### src/rtl/lfu_block_cache_directory_top_assert.svh
// assertion macros for the lfu block cache directory
// expects i_clk and i_rst_n in the module that includes it
`ifndef LFU_BLOCK_CACHE_DIRECTORY_TOP_ASSERT_SVH
`define LFU_BLOCK_CACHE_DIRECTORY_TOP_ASSERT_SVH

// same-cycle implication, off while reset is held
`define LBCD_ASSERT(lbl, ante, cons, msg) \
    lbl: assert property (@(posedge i_clk) disable iff (!i_rst_n) (ante) |-> (cons)) \
        else $error(msg);

// next-cycle implication, off while reset is held
`define LBCD_ASSERT_NXT(lbl, ante, cons, msg) \
    lbl: assert property (@(posedge i_clk) disable iff (!i_rst_n) (ante) |=> (cons)) \
        else $error(msg);

`endif

### src/rtl/lfu_bcd_pkg.sv
// shared types and constants of the lfu block cache directory
// no dependencies
package lfu_bcd_pkg;

    localparam int FILE_W = 16;
    localparam int BLK_W  = 32;
    localparam int USE_W  = 32;
    localparam int SLOT_W = 4;
    localparam int RCNT_W = 5;

    localparam logic [USE_W-1:0] USES_MAX = {USE_W{1'b1}};

    localparam logic KIND_ACCESS = 1'b0;
    localparam logic KIND_RENAME = 1'b1;

    typedef enum logic [1:0] {
        ST_IDLE,
        ST_SCAN,
        ST_LAST,
        ST_UPDT
    } t_state;

    // one directory entry as read back from the store
    typedef struct packed {
        logic              vld;
        logic [FILE_W-1:0] file;
        logic [BLK_W-1:0]  block;
        logic [USE_W-1:0]  uses;
    } t_entry;

    // write command into the store
    typedef struct packed {
        logic              we_file;
        logic              we_block;
        logic              we_uses;
        logic              set_vld;
        logic [FILE_W-1:0] file;
        logic [BLK_W-1:0]  block;
        logic [USE_W-1:0]  uses;
    } t_wr_cmd;

    // what the scan has gathered so far
    typedef struct packed {
        logic              found;
        logic [USE_W-1:0]  fuses;
        logic              vvld;
        logic [FILE_W-1:0] vfile;
        logic [BLK_W-1:0]  vblk;
    } t_scan_st;

endpackage

### src/rtl/lfu_bcd_store.sv
// entry store: file, block and use memories plus per-entry valid flops
// depends on lfu_bcd_pkg
module lfu_bcd_store
    import lfu_bcd_pkg::*;
#(
    parameter int ENTRIES = 16,
    localparam int IDX_W = (ENTRIES > 1) ? $clog2(ENTRIES) : 1
) (
    input  logic             i_clk,
    input  logic             i_rst_n,
    input  logic             i_rd_en,
    input  logic [IDX_W-1:0] i_rd_addr,
    output t_entry           o_rd_ent,
    input  logic [IDX_W-1:0] i_wr_addr,
    input  t_wr_cmd          i_wr
);

    logic [FILE_W-1:0] r_file_mem [ENTRIES];
    logic [BLK_W-1:0]  r_blk_mem  [ENTRIES];
    logic [USE_W-1:0]  r_use_mem  [ENTRIES];
    logic [ENTRIES-1:0] r_vld;
    t_entry            r_rd_ent;

    always_ff @(posedge i_clk) begin
        if (!i_rst_n) begin
            r_vld <= '0;
        end else if (i_wr.set_vld) begin
            r_vld[i_wr_addr] <= 1'b1;
        end
    end

    always_ff @(posedge i_clk) begin
        if (i_wr.we_file) begin
            r_file_mem[i_wr_addr] <= i_wr.file;
        end
        if (i_wr.we_block) begin
            r_blk_mem[i_wr_addr] <= i_wr.block;
        end
        if (i_wr.we_uses) begin
            r_use_mem[i_wr_addr] <= i_wr.uses;
        end
    end

    // registered read; an empty entry reads with count zero
    always_ff @(posedge i_clk) begin
        if (i_rd_en) begin
            r_rd_ent.vld   <= r_vld[i_rd_addr];
            r_rd_ent.file  <= r_file_mem[i_rd_addr];
            r_rd_ent.block <= r_blk_mem[i_rd_addr];
            r_rd_ent.uses  <= r_vld[i_rd_addr] ? r_use_mem[i_rd_addr] : '0;
        end
    end

    assign o_rd_ent = r_rd_ent;

endmodule

### src/rtl/lfu_bcd_scan.sv
// shared compare unit: one entry per cycle while i_en is high, first match and least count
// depends on lfu_bcd_pkg
module lfu_bcd_scan
    import lfu_bcd_pkg::*;
#(
    parameter int ENTRIES = 16,
    localparam int IDX_W = (ENTRIES > 1) ? $clog2(ENTRIES) : 1,
    localparam int CNT_W = $clog2(ENTRIES + 1)
) (
    input  logic              i_clk,
    input  logic              i_rst_n,
    input  logic              i_clr,
    input  logic              i_en,
    input  logic              i_kind,
    input  logic [FILE_W-1:0] i_fid,
    input  logic [BLK_W-1:0]  i_blk,
    input  t_entry            i_ent,
    input  logic [IDX_W-1:0]  i_idx,
    output logic              o_match,
    output t_scan_st          o_st,
    output logic [IDX_W-1:0]  o_fidx,
    output logic [IDX_W-1:0]  o_vidx,
    output logic [CNT_W-1:0]  o_rcnt
);

    logic             r_found;
    logic             r_have;
    logic [CNT_W-1:0] r_rcnt;
    logic [USE_W-1:0] r_fuses;
    logic [USE_W-1:0] r_least;
    logic [IDX_W-1:0] r_fidx;
    logic [IDX_W-1:0] r_vidx;
    logic             r_vvld;
    logic [FILE_W-1:0] r_vfile;
    logic [BLK_W-1:0]  r_vblk;
    logic             less;

    // rename matches on file alone, access on file and block
    assign o_match = i_ent.vld && (i_ent.file == i_fid)
                     && ((i_kind == KIND_RENAME) || (i_ent.block == i_blk));
    // strict less so the lowest index wins a tie
    assign less = !r_have || (i_ent.uses < r_least);

    always_ff @(posedge i_clk) begin
        if (!i_rst_n || i_clr) begin
            r_found <= 1'b0;
            r_have  <= 1'b0;
            r_rcnt  <= '0;
        end else if (i_en) begin
            if (o_match && !r_found) begin
                r_found <= 1'b1;
            end
            if (less) begin
                r_have <= 1'b1;
            end
            if (o_match) begin
                r_rcnt <= r_rcnt + CNT_W'(1);
            end
        end
    end

    always_ff @(posedge i_clk) begin
        if (i_en) begin
            if (o_match && !r_found) begin
                r_fidx  <= i_idx;
                r_fuses <= i_ent.uses;
            end
            if (less) begin
                r_least <= i_ent.uses;
                r_vidx  <= i_idx;
                r_vvld  <= i_ent.vld;
                r_vfile <= i_ent.file;
                r_vblk  <= i_ent.block;
            end
        end
    end

    assign o_st.found = r_found;
    assign o_st.fuses = r_fuses;
    assign o_st.vvld  = r_vvld;
    assign o_st.vfile = r_vfile;
    assign o_st.vblk  = r_vblk;
    assign o_fidx     = r_fidx;
    assign o_vidx     = r_vidx;
    assign o_rcnt     = r_rcnt;

endmodule

### src/rtl/lfu_block_cache_directory_top.sv
// top level of the lfu block cache directory: sequencer, result register
// depends on lfu_bcd_pkg, lfu_bcd_store, lfu_bcd_scan and the assertion header
//
//  channel | direction | handshake                    | payload
//  --------+-----------+------------------------------+---------------------------------
//  in      | into      | i_in_valid / o_in_stall      | i_kind i_file_id i_block_number
//          |           |                              | i_new_file_id
//  out     | out of    | o_out_valid / i_out_stall    | o_hit o_slot o_use_count
//          |           |                              | o_evicted_* o_renamed_count
//
// after the item is taken, the scan reads each entry in turn through the single compare
// unit, as the store has one read port; then the last read drains, and the write-back
// waits for a free output register; the sequencer then returns to idle for the next item
// synchronous active-low reset empties every entry at once through valid flops
// a finished result waits in the output register; the next item is taken
// meanwhile and only its write-back waits for the register to free up
`include "lfu_block_cache_directory_top_assert.svh"

module lfu_block_cache_directory_top
    import lfu_bcd_pkg::*;
#(
    parameter int ENTRIES = 16
) (
    input  logic              i_clk,
    input  logic              i_rst_n,
    input  logic              i_in_valid,
    output logic              o_in_stall,
    input  logic              i_kind,
    input  logic [FILE_W-1:0] i_file_id,
    input  logic [BLK_W-1:0]  i_block_number,
    input  logic [FILE_W-1:0] i_new_file_id,
    output logic              o_out_valid,
    input  logic              i_out_stall,
    output logic              o_hit,
    output logic [SLOT_W-1:0] o_slot,
    output logic [USE_W-1:0]  o_use_count,
    output logic              o_evicted_valid,
    output logic [FILE_W-1:0] o_evicted_file_id,
    output logic [BLK_W-1:0]  o_evicted_block,
    output logic [RCNT_W-1:0] o_renamed_count
);

    localparam int IDX_W = (ENTRIES > 1) ? $clog2(ENTRIES) : 1;
    localparam int CNT_W = $clog2(ENTRIES + 1);
    localparam logic [IDX_W-1:0] LAST_IDX = IDX_W'(ENTRIES - 1);

    // sequencer state
    t_state r_state, n_state;
    logic   in_acc;
    logic   out_free;

    // held item
    logic              r_kind;
    logic [FILE_W-1:0] r_fid;
    logic [BLK_W-1:0]  r_blk;
    logic [FILE_W-1:0] r_nfid;

    // scan addressing: read index and the index whose data is being compared
    logic [IDX_W-1:0] r_rd_idx;
    logic [IDX_W-1:0] r_ev_idx;
    logic             r_ev_vld;
    logic             rd_en;

    // store and compare unit hookup
    t_entry           rd_ent;
    t_wr_cmd          wr;
    logic [IDX_W-1:0] wr_addr;
    logic             cur_match;
    t_scan_st         sst;
    logic [IDX_W-1:0] fidx;
    logic [IDX_W-1:0] vidx;
    logic [CNT_W-1:0] rcnt;
    logic [USE_W-1:0] uses_inc;
    logic             done;

    // result register
    logic              r_out_vld;
    logic              r_hit;
    logic [SLOT_W-1:0] r_slot;
    logic [USE_W-1:0]  r_use;
    logic              r_ev;
    logic [FILE_W-1:0] r_ev_file;
    logic [BLK_W-1:0]  r_ev_blk;
    logic [RCNT_W-1:0] r_rcnt;

    assign o_in_stall = (r_state != ST_IDLE);
    assign in_acc     = i_in_valid && !o_in_stall;
    assign out_free   = !r_out_vld || !i_out_stall;
    assign done       = (r_state == ST_UPDT) && out_free;

    lfu_bcd_store #(
        .ENTRIES (ENTRIES)
    ) u_store (
        .i_clk     (i_clk),
        .i_rst_n   (i_rst_n),
        .i_rd_en   (rd_en),
        .i_rd_addr (r_rd_idx),
        .o_rd_ent  (rd_ent),
        .i_wr_addr (wr_addr),
        .i_wr      (wr)
    );

    lfu_bcd_scan #(
        .ENTRIES (ENTRIES)
    ) u_scan (
        .i_clk   (i_clk),
        .i_rst_n (i_rst_n),
        .i_clr   (in_acc),
        .i_en    (r_ev_vld),
        .i_kind  (r_kind),
        .i_fid   (r_fid),
        .i_blk   (r_blk),
        .i_ent   (rd_ent),
        .i_idx   (r_ev_idx),
        .o_match (cur_match),
        .o_st    (sst),
        .o_fidx  (fidx),
        .o_vidx  (vidx),
        .o_rcnt  (rcnt)
    );

    // next state
    always_comb begin
        n_state = r_state;
        case (r_state)
            ST_IDLE: begin
                if (in_acc) begin
                    n_state = ST_SCAN;
                end
            end
            ST_SCAN: begin
                if (r_rd_idx == LAST_IDX) begin
                    n_state = ST_LAST;
                end
            end
            ST_LAST: begin
                n_state = ST_UPDT;
            end
            ST_UPDT: begin
                if (out_free) begin
                    n_state = ST_IDLE;
                end
            end
            default: begin
                n_state = ST_IDLE;
            end
        endcase
    end

    // saturating bump of the hit entry's count
    assign uses_inc = (sst.fuses == USES_MAX) ? USES_MAX : (sst.fuses + USE_W'(1));

    // state outputs: read issue and store writes
    always_comb begin
        rd_en   = 1'b0;
        wr      = '0;
        wr_addr = r_ev_idx;
        case (r_state)
            ST_SCAN: begin
                rd_en = 1'b1;
            end
            default: begin
                rd_en = 1'b0;
            end
        endcase
        // rename rewrites each matching entry as it passes the compare unit
        if (r_ev_vld && (r_kind == KIND_RENAME) && cur_match) begin
            wr.we_file = 1'b1;
            wr.file    = r_nfid;
        end
        if (done && (r_kind == KIND_ACCESS)) begin
            if (sst.found) begin
                wr_addr    = fidx;
                wr.we_uses = 1'b1;
                wr.uses    = uses_inc;
            end else begin
                // fill the least used entry, lowest index on a tie
                wr_addr     = vidx;
                wr.we_file  = 1'b1;
                wr.we_block = 1'b1;
                wr.we_uses  = 1'b1;
                wr.set_vld  = 1'b1;
                wr.file     = r_fid;
                wr.block    = r_blk;
                wr.uses     = USE_W'(1);
            end
        end
    end

    // control registers
    always_ff @(posedge i_clk) begin
        if (!i_rst_n) begin
            r_state   <= ST_IDLE;
            r_ev_vld  <= 1'b0;
            r_out_vld <= 1'b0;
        end else begin
            r_state  <= n_state;
            r_ev_vld <= rd_en;
            if (done) begin
                r_out_vld <= 1'b1;
            end else if (!i_out_stall) begin
                r_out_vld <= 1'b0;
            end
        end
    end

    // item hold and scan indices
    always_ff @(posedge i_clk) begin
        if (in_acc) begin
            r_kind   <= i_kind;
            r_fid    <= i_file_id;
            r_blk    <= i_block_number;
            r_nfid   <= i_new_file_id;
            r_rd_idx <= '0;
        end else if (rd_en) begin
            r_rd_idx <= r_rd_idx + IDX_W'(1);
        end
        if (rd_en) begin
            r_ev_idx <= r_rd_idx;
        end
    end

    // result payload, loaded only when the register is free
    always_ff @(posedge i_clk) begin
        if (done) begin
            r_hit     <= 1'b0;
            r_slot    <= '0;
            r_use     <= '0;
            r_ev      <= 1'b0;
            r_ev_file <= '0;
            r_ev_blk  <= '0;
            r_rcnt    <= '0;
            if (r_kind == KIND_RENAME) begin
                r_rcnt <= RCNT_W'(rcnt);
            end else if (sst.found) begin
                r_hit  <= 1'b1;
                r_slot <= SLOT_W'(fidx);
                r_use  <= uses_inc;
            end else begin
                r_slot <= SLOT_W'(vidx);
                r_use  <= USE_W'(1);
                // evicted fields only when an occupied entry was replaced
                if (sst.vvld) begin
                    r_ev      <= 1'b1;
                    r_ev_file <= sst.vfile;
                    r_ev_blk  <= sst.vblk;
                end
            end
        end
    end

    assign o_out_valid       = r_out_vld;
    assign o_hit             = r_hit;
    assign o_slot            = r_slot;
    assign o_use_count       = r_use;
    assign o_evicted_valid   = r_ev;
    assign o_evicted_file_id = r_ev_file;
    assign o_evicted_block   = r_ev_blk;
    assign o_renamed_count   = r_rcnt;

    `LBCD_ASSERT(a_out_from_updt, $rose(r_out_vld), $past(r_state) == ST_UPDT, "result loaded outside write-back")
    `LBCD_ASSERT_NXT(a_updt_to_idle, done, r_state == ST_IDLE && r_out_vld, "write-back did not finish the item")
    `LBCD_ASSERT(a_evict_is_miss, r_out_vld && r_ev, !r_hit && r_use == USE_W'(1) && r_rcnt == '0, "eviction with hit or bad count")
    `LBCD_ASSERT(a_scan_only_busy, r_ev_vld, r_state == ST_SCAN || r_state == ST_LAST, "compare unit active while idle")

endmodule
### config.mk
export PLATFORM = sky130hd
export DESIGN_NAME = lfu_block_cache_directory_top
export DESIGN_NICKNAME = d
export VERILOG_FILES = /design/src/rtl/lfu_bcd_pkg.sv /design/src/rtl/lfu_bcd_store.sv /design/src/rtl/lfu_bcd_scan.sv /design/src/rtl/lfu_block_cache_directory_top.sv
export VERILOG_INCLUDE_DIRS = /design/src /design/src/rtl
export SDC_FILE = /design/constraint.sdc
export NUM_CORES = 2
export LEC_CHECK = 0
export ABC_CLOCK_PERIOD_IN_PS = 20200
export BUFFER_PORTS_ARGS = -buffer_cell sky130_fd_sc_hd__buf_2
export CORE_UTILIZATION = 55
export DETAILED_ROUTE_END_ITERATION = 7
export GPL_ROUTABILITY_DRIVEN = 0
export PLACE_DENSITY = 0.72
export SLEW_MARGIN = 20
export SYNTH_ARGS = -nofsm -noshare
export SYNTH_HDL_FRONTEND = slang
export SYNTH_SLANG_ARGS = --single-unit
### constraint.sdc
create_clock -name i_clk -period 20.2 [get_ports i_clk]
set_input_delay 2.02 -clock i_clk [delete_from_list [all_inputs] [get_ports i_clk]]
set_output_delay 2.02 -clock i_clk [all_outputs]
set_load 0.03 [all_outputs]
==> flow_summary_export.csv <==
group,metric,value,unit
cts,cts.sinks,1673,
place,dp_slack,14.93,ns
logic_synthesis,synth-edff-count,1642,
sta,timing.setup.tns,0,ns
power_and_ir_drop,peakVddDrop,0.0866,mV
cts,path_clk_slew,0.06,ns
die,dieArea,0.117,mm2
die,num_rows,124,
cts,cts_made_buffers,163,
logic_synthesis,synthCells,2858,
power_and_ir_drop,power_density,112,mW/mm2
final_layout,drive_gt1_share,28.5,%
cts,cts_resized,0,
sta,fin_crit_sh,23.2,%
route,num_vias,30200,
logic_synthesis,synthTopCellsByArea,"edfxtp_1, mux4_2, dfxtp_1",
die,die_h,342,um
global_route,first_global_vias,31000,
critical_path,crit_slowest_cell,"buf_4",
place,dpl.hpwl,77000,um
die,num_io_pins,162,
worst_hold_path,hold_class,"flip-flop to flip-flop",
cts,holdBufCountCts,0,
critical_path,r2r_cells,6,
sta,max_slew_margin,23.5,%
sta,finalHoldViolCount,0,
route,vias_per_cell,6.33,
place,port_buffers,161,
cts,cts-root-buf,"clkbuf_16",
global_route,grt_max_degree,132,
route,drtIter0Drc,3743,
status,status,"finished with violations",
sta,finalWorstSetupSlack,15.51,ns
logic_synthesis,synth_commonest_cells,"edfxtp_1, mux4_2, nor2_1",
cts,cts.htree.levels,4,
final_layout,area_growth,13.2,%
critical_path,max_stage_delay,0.85,ns
status,violations,"design-rule violations",
critical_path,reg2reg_from,"r_rd_idx[0]$_SDFFE_PP0P_",
run,max-cap-violations,0,
die,core_area,0.115,mm2
critical_path,cp-end-kind,"flip-flop",
logic_synthesis,synthFlopType,"edfxtp_1",
power_and_ir_drop,cellLeakagePower,0.0229,uW
worst_hold_path,min_to,"u_store.r_vld[10]$_SDFFE_PN0P_",
logic_synthesis,async_flop_share,0,%
logic_synthesis,yosys.area.top_type,"edfxtp_1",
logic_synthesis,ys_seq_area_share,78.4,%
critical_path,worstSetupPathType,"flip-flop to flip-flop",
worst_hold_path,worstHoldStart,"u_store.r_vld[10]$_SDFFE_PN0P_",
sta,skew,0.0386,ns
sta,setup_viol,0,
critical_path,arrival,5.18,ns
logic_synthesis,yosysMostFrequentCell,"edfxtp_1",
route,drt-total-wl,142000,um
logic_synthesis,synthesis.nets,2966,
sta,grt_setup_unrepaired,"false",
route,first_pass_iters,8,
cts,cts_buffer_depth,3,
critical_path,crit_chain,"buf_12 -> buf_4 -> buf_6 -> mux4_2 -> mux4_2 -> nor2b_1",
global_route,grt.overflow.total,0,
cts,cts_setup_buffers,0,
logic_synthesis,mappedNetlistArea,0.0637,mm2
critical_path,r2r_slack,15.51,ns
global_route,antenna_found_initial,4,
logic_synthesis,ys_types,51,
sta,drv_slew,0,
logic_synthesis,ys_ff_latch,1673,
cts,clk_latency,0.78,ns
route,drt-wirelength-per-cell,29.7,um
sta,tightest_slew,1.15,ns
worst_hold_path,hold_depth,1,
logic_synthesis,avgSynthCellArea,22.3,um2
cts,cts_tree,"yes",
critical_path,critPathLaunchType,"flip-flop",
sta,period_minus_slack,4.69,ns
critical_path,cp_common_cell,"mux4_2",
final_layout,insertedDiodeCount,0,
global_route,grt_usage,24.6,%
critical_path,crit_required,20.69,ns
final_layout,nets,3238,
die,die_w,342,um
critical_path,timing.rr.end,"u_store.o_rd_ent[22]$_SDFFCE_PN0P_",
sta,timing.fmax,0.213,GHz
die,initial_utilization,55.6,%
critical_path,worstPathMaxFanout,106,
route,ant_nets,0,
route,route.detailed.drc,22,
global_route,grt_pass1_wl,207000,um
logic_synthesis,yosysWarnings,0,
logic_synthesis,yosysTopAreaCellShare,77.4,%
==> critical path: cells and delay by family (launching register included) <==
| kind | cells | cell delay [ns] |
|---|---|---|
| buf+inv | 3 | 2.18 |
| simple gates | 1 | 0.15 |
| mux | 2 | 1.08 |
| flops | 1 | 0.75 |
==> cell usage in the layout, fill, tap and decap left out, types with 4 or more instances in the layout <==
master,netlist,routed
inv_1,47,47
clkbuf_1,85,30
ha_1,39,38
a22o_1,15,15
buf_2,32,161
o21a_1,21,21
clkinv_2,0,28
dfxtp_1,31,27
nand2_1,19,17
nor2_4,0,22
o31ai_1,4,4
clkbuf_16,0,164
nand3_1,21,21
clkinv_8,0,5
mux2i_1,9,9
nand2b_1,4,4
nor4_1,20,14
a21o_1,11,11
mux4_2,404,404
xnor2_1,46,46
dfxtp_4,0,4
nor3_2,0,10
nor4_2,0,6
edfxtp_1,1642,1642
a21oi_1,44,40
buf_4,0,73
o21ai_0,8,8
clkinv_1,0,45
nor3_1,17,7
nand4_1,22,22
nor2b_1,35,35
and2_1,89,88
xor2_1,30,30
and4_1,4,4
bufinv_16,0,16
nor2_1,106,84
==> logic make-up (layout without fill, tap and decap cells) <==
kind of cell	after synthesis	after routing	synth area share (%)
AOI/OAI and AO/OA	125	125	1.31
DFF	1673	1673	78.4
muxes	415	415	14.5
and+or+nand+nor	352	352	2.93
xor gates and xnor gates	76	76	1.04
buffers and inverters	178	586	1.12
adders and majority gates	39	39	0.766
==> flip-flops by register name (all words and copies together), names as in the netlist, 32 cells and up <==
register and cells:
o_evicted_block 32, o_use_count 32, r_blk 32, u_scan.r_fuses 32
u_scan.r_least 32, u_scan.r_vblk 32, u_store.o_rd_ent 81, u_store.r_blk_mem 512
u_store.r_file_mem 256, u_store.r_use_mem 512
==> layout make-up <==
class	instances	area, um2
sequential	1673	49900
tap	1512	1890
inverter	47	176
multi-input combinational	1007	13400
fill	7373	42500
clock inverter	107	1070
timing repair buffer	238	1430
clock buffer	194	4220
==> layer usage <==
metal	GRT usage [%]	vias up	part of all wire, %
met2	38.9	1617	49
met3	4.82	210	9.1
met1	35.3	16000	40
li1	-	12400	-
met4	7.45	0	2.3
met5	0	-	0
==> per-stage QoR <==
stage / utilization [%] / power (uW) / instance area (um2) / instances / hold slack [ns]
floorplan: - / 4860 / 63700 / 2858 / 0.427
global placement: 58.2 / 5140 / 66800 / 4475 / 0.442
detailed placement: 58.2 / 5170 / 66800 / 4475 / 0.453
CTS: 62.9 / 8140 / 72100 / 4776 / 0.467
global route: 62.9 / 8340 / 72100 / 4778 / 0.487
finish: 62.9 / 8090 / 72100 / 4778 / 0.466
==> where the power goes <==
part           internal (uW)  total, uW  switching [uW]
Clock                   1710       2990            1280
Sequential              4020       4170             151
Combinational            379        930             552
==> worst max-delay path by stage <==
| stage | start | endpoint | slack, ns | cells after the start |
|---|---|---|---|---|
| detailed placement | i_out_stall | u_store.r_blk_mem[12][9]$_DFFE_PP_ | 14.93 | 8 |
| CTS | r_rd_idx[0]$_SDFFE_PP0P_ | u_store.o_rd_ent[22]$_SDFFCE_PN0P_ | 15.12 | 6 |
| global placement | i_out_stall | u_store.r_file_mem[13][4]$_DFFE_PP_ | 15.03 | 9 |
| global route | r_rd_idx[0]$_SDFFE_PP0P_ | u_store.o_rd_ent[22]$_SDFFCE_PN0P_ | 15.06 | 6 |
| finish | r_rd_idx[0]$_SDFFE_PP0P_ | u_store.o_rd_ent[22]$_SDFFCE_PN0P_ | 15.51 | 6 |
| floorplan | u_store.o_rd_ent[24]$_SDFFCE_PN0P_ | u_scan.o_vidx[0]$_DFFE_PP_ | 12.31 | 7 |
No activity file was read; power rests on OpenSTA's default activity.
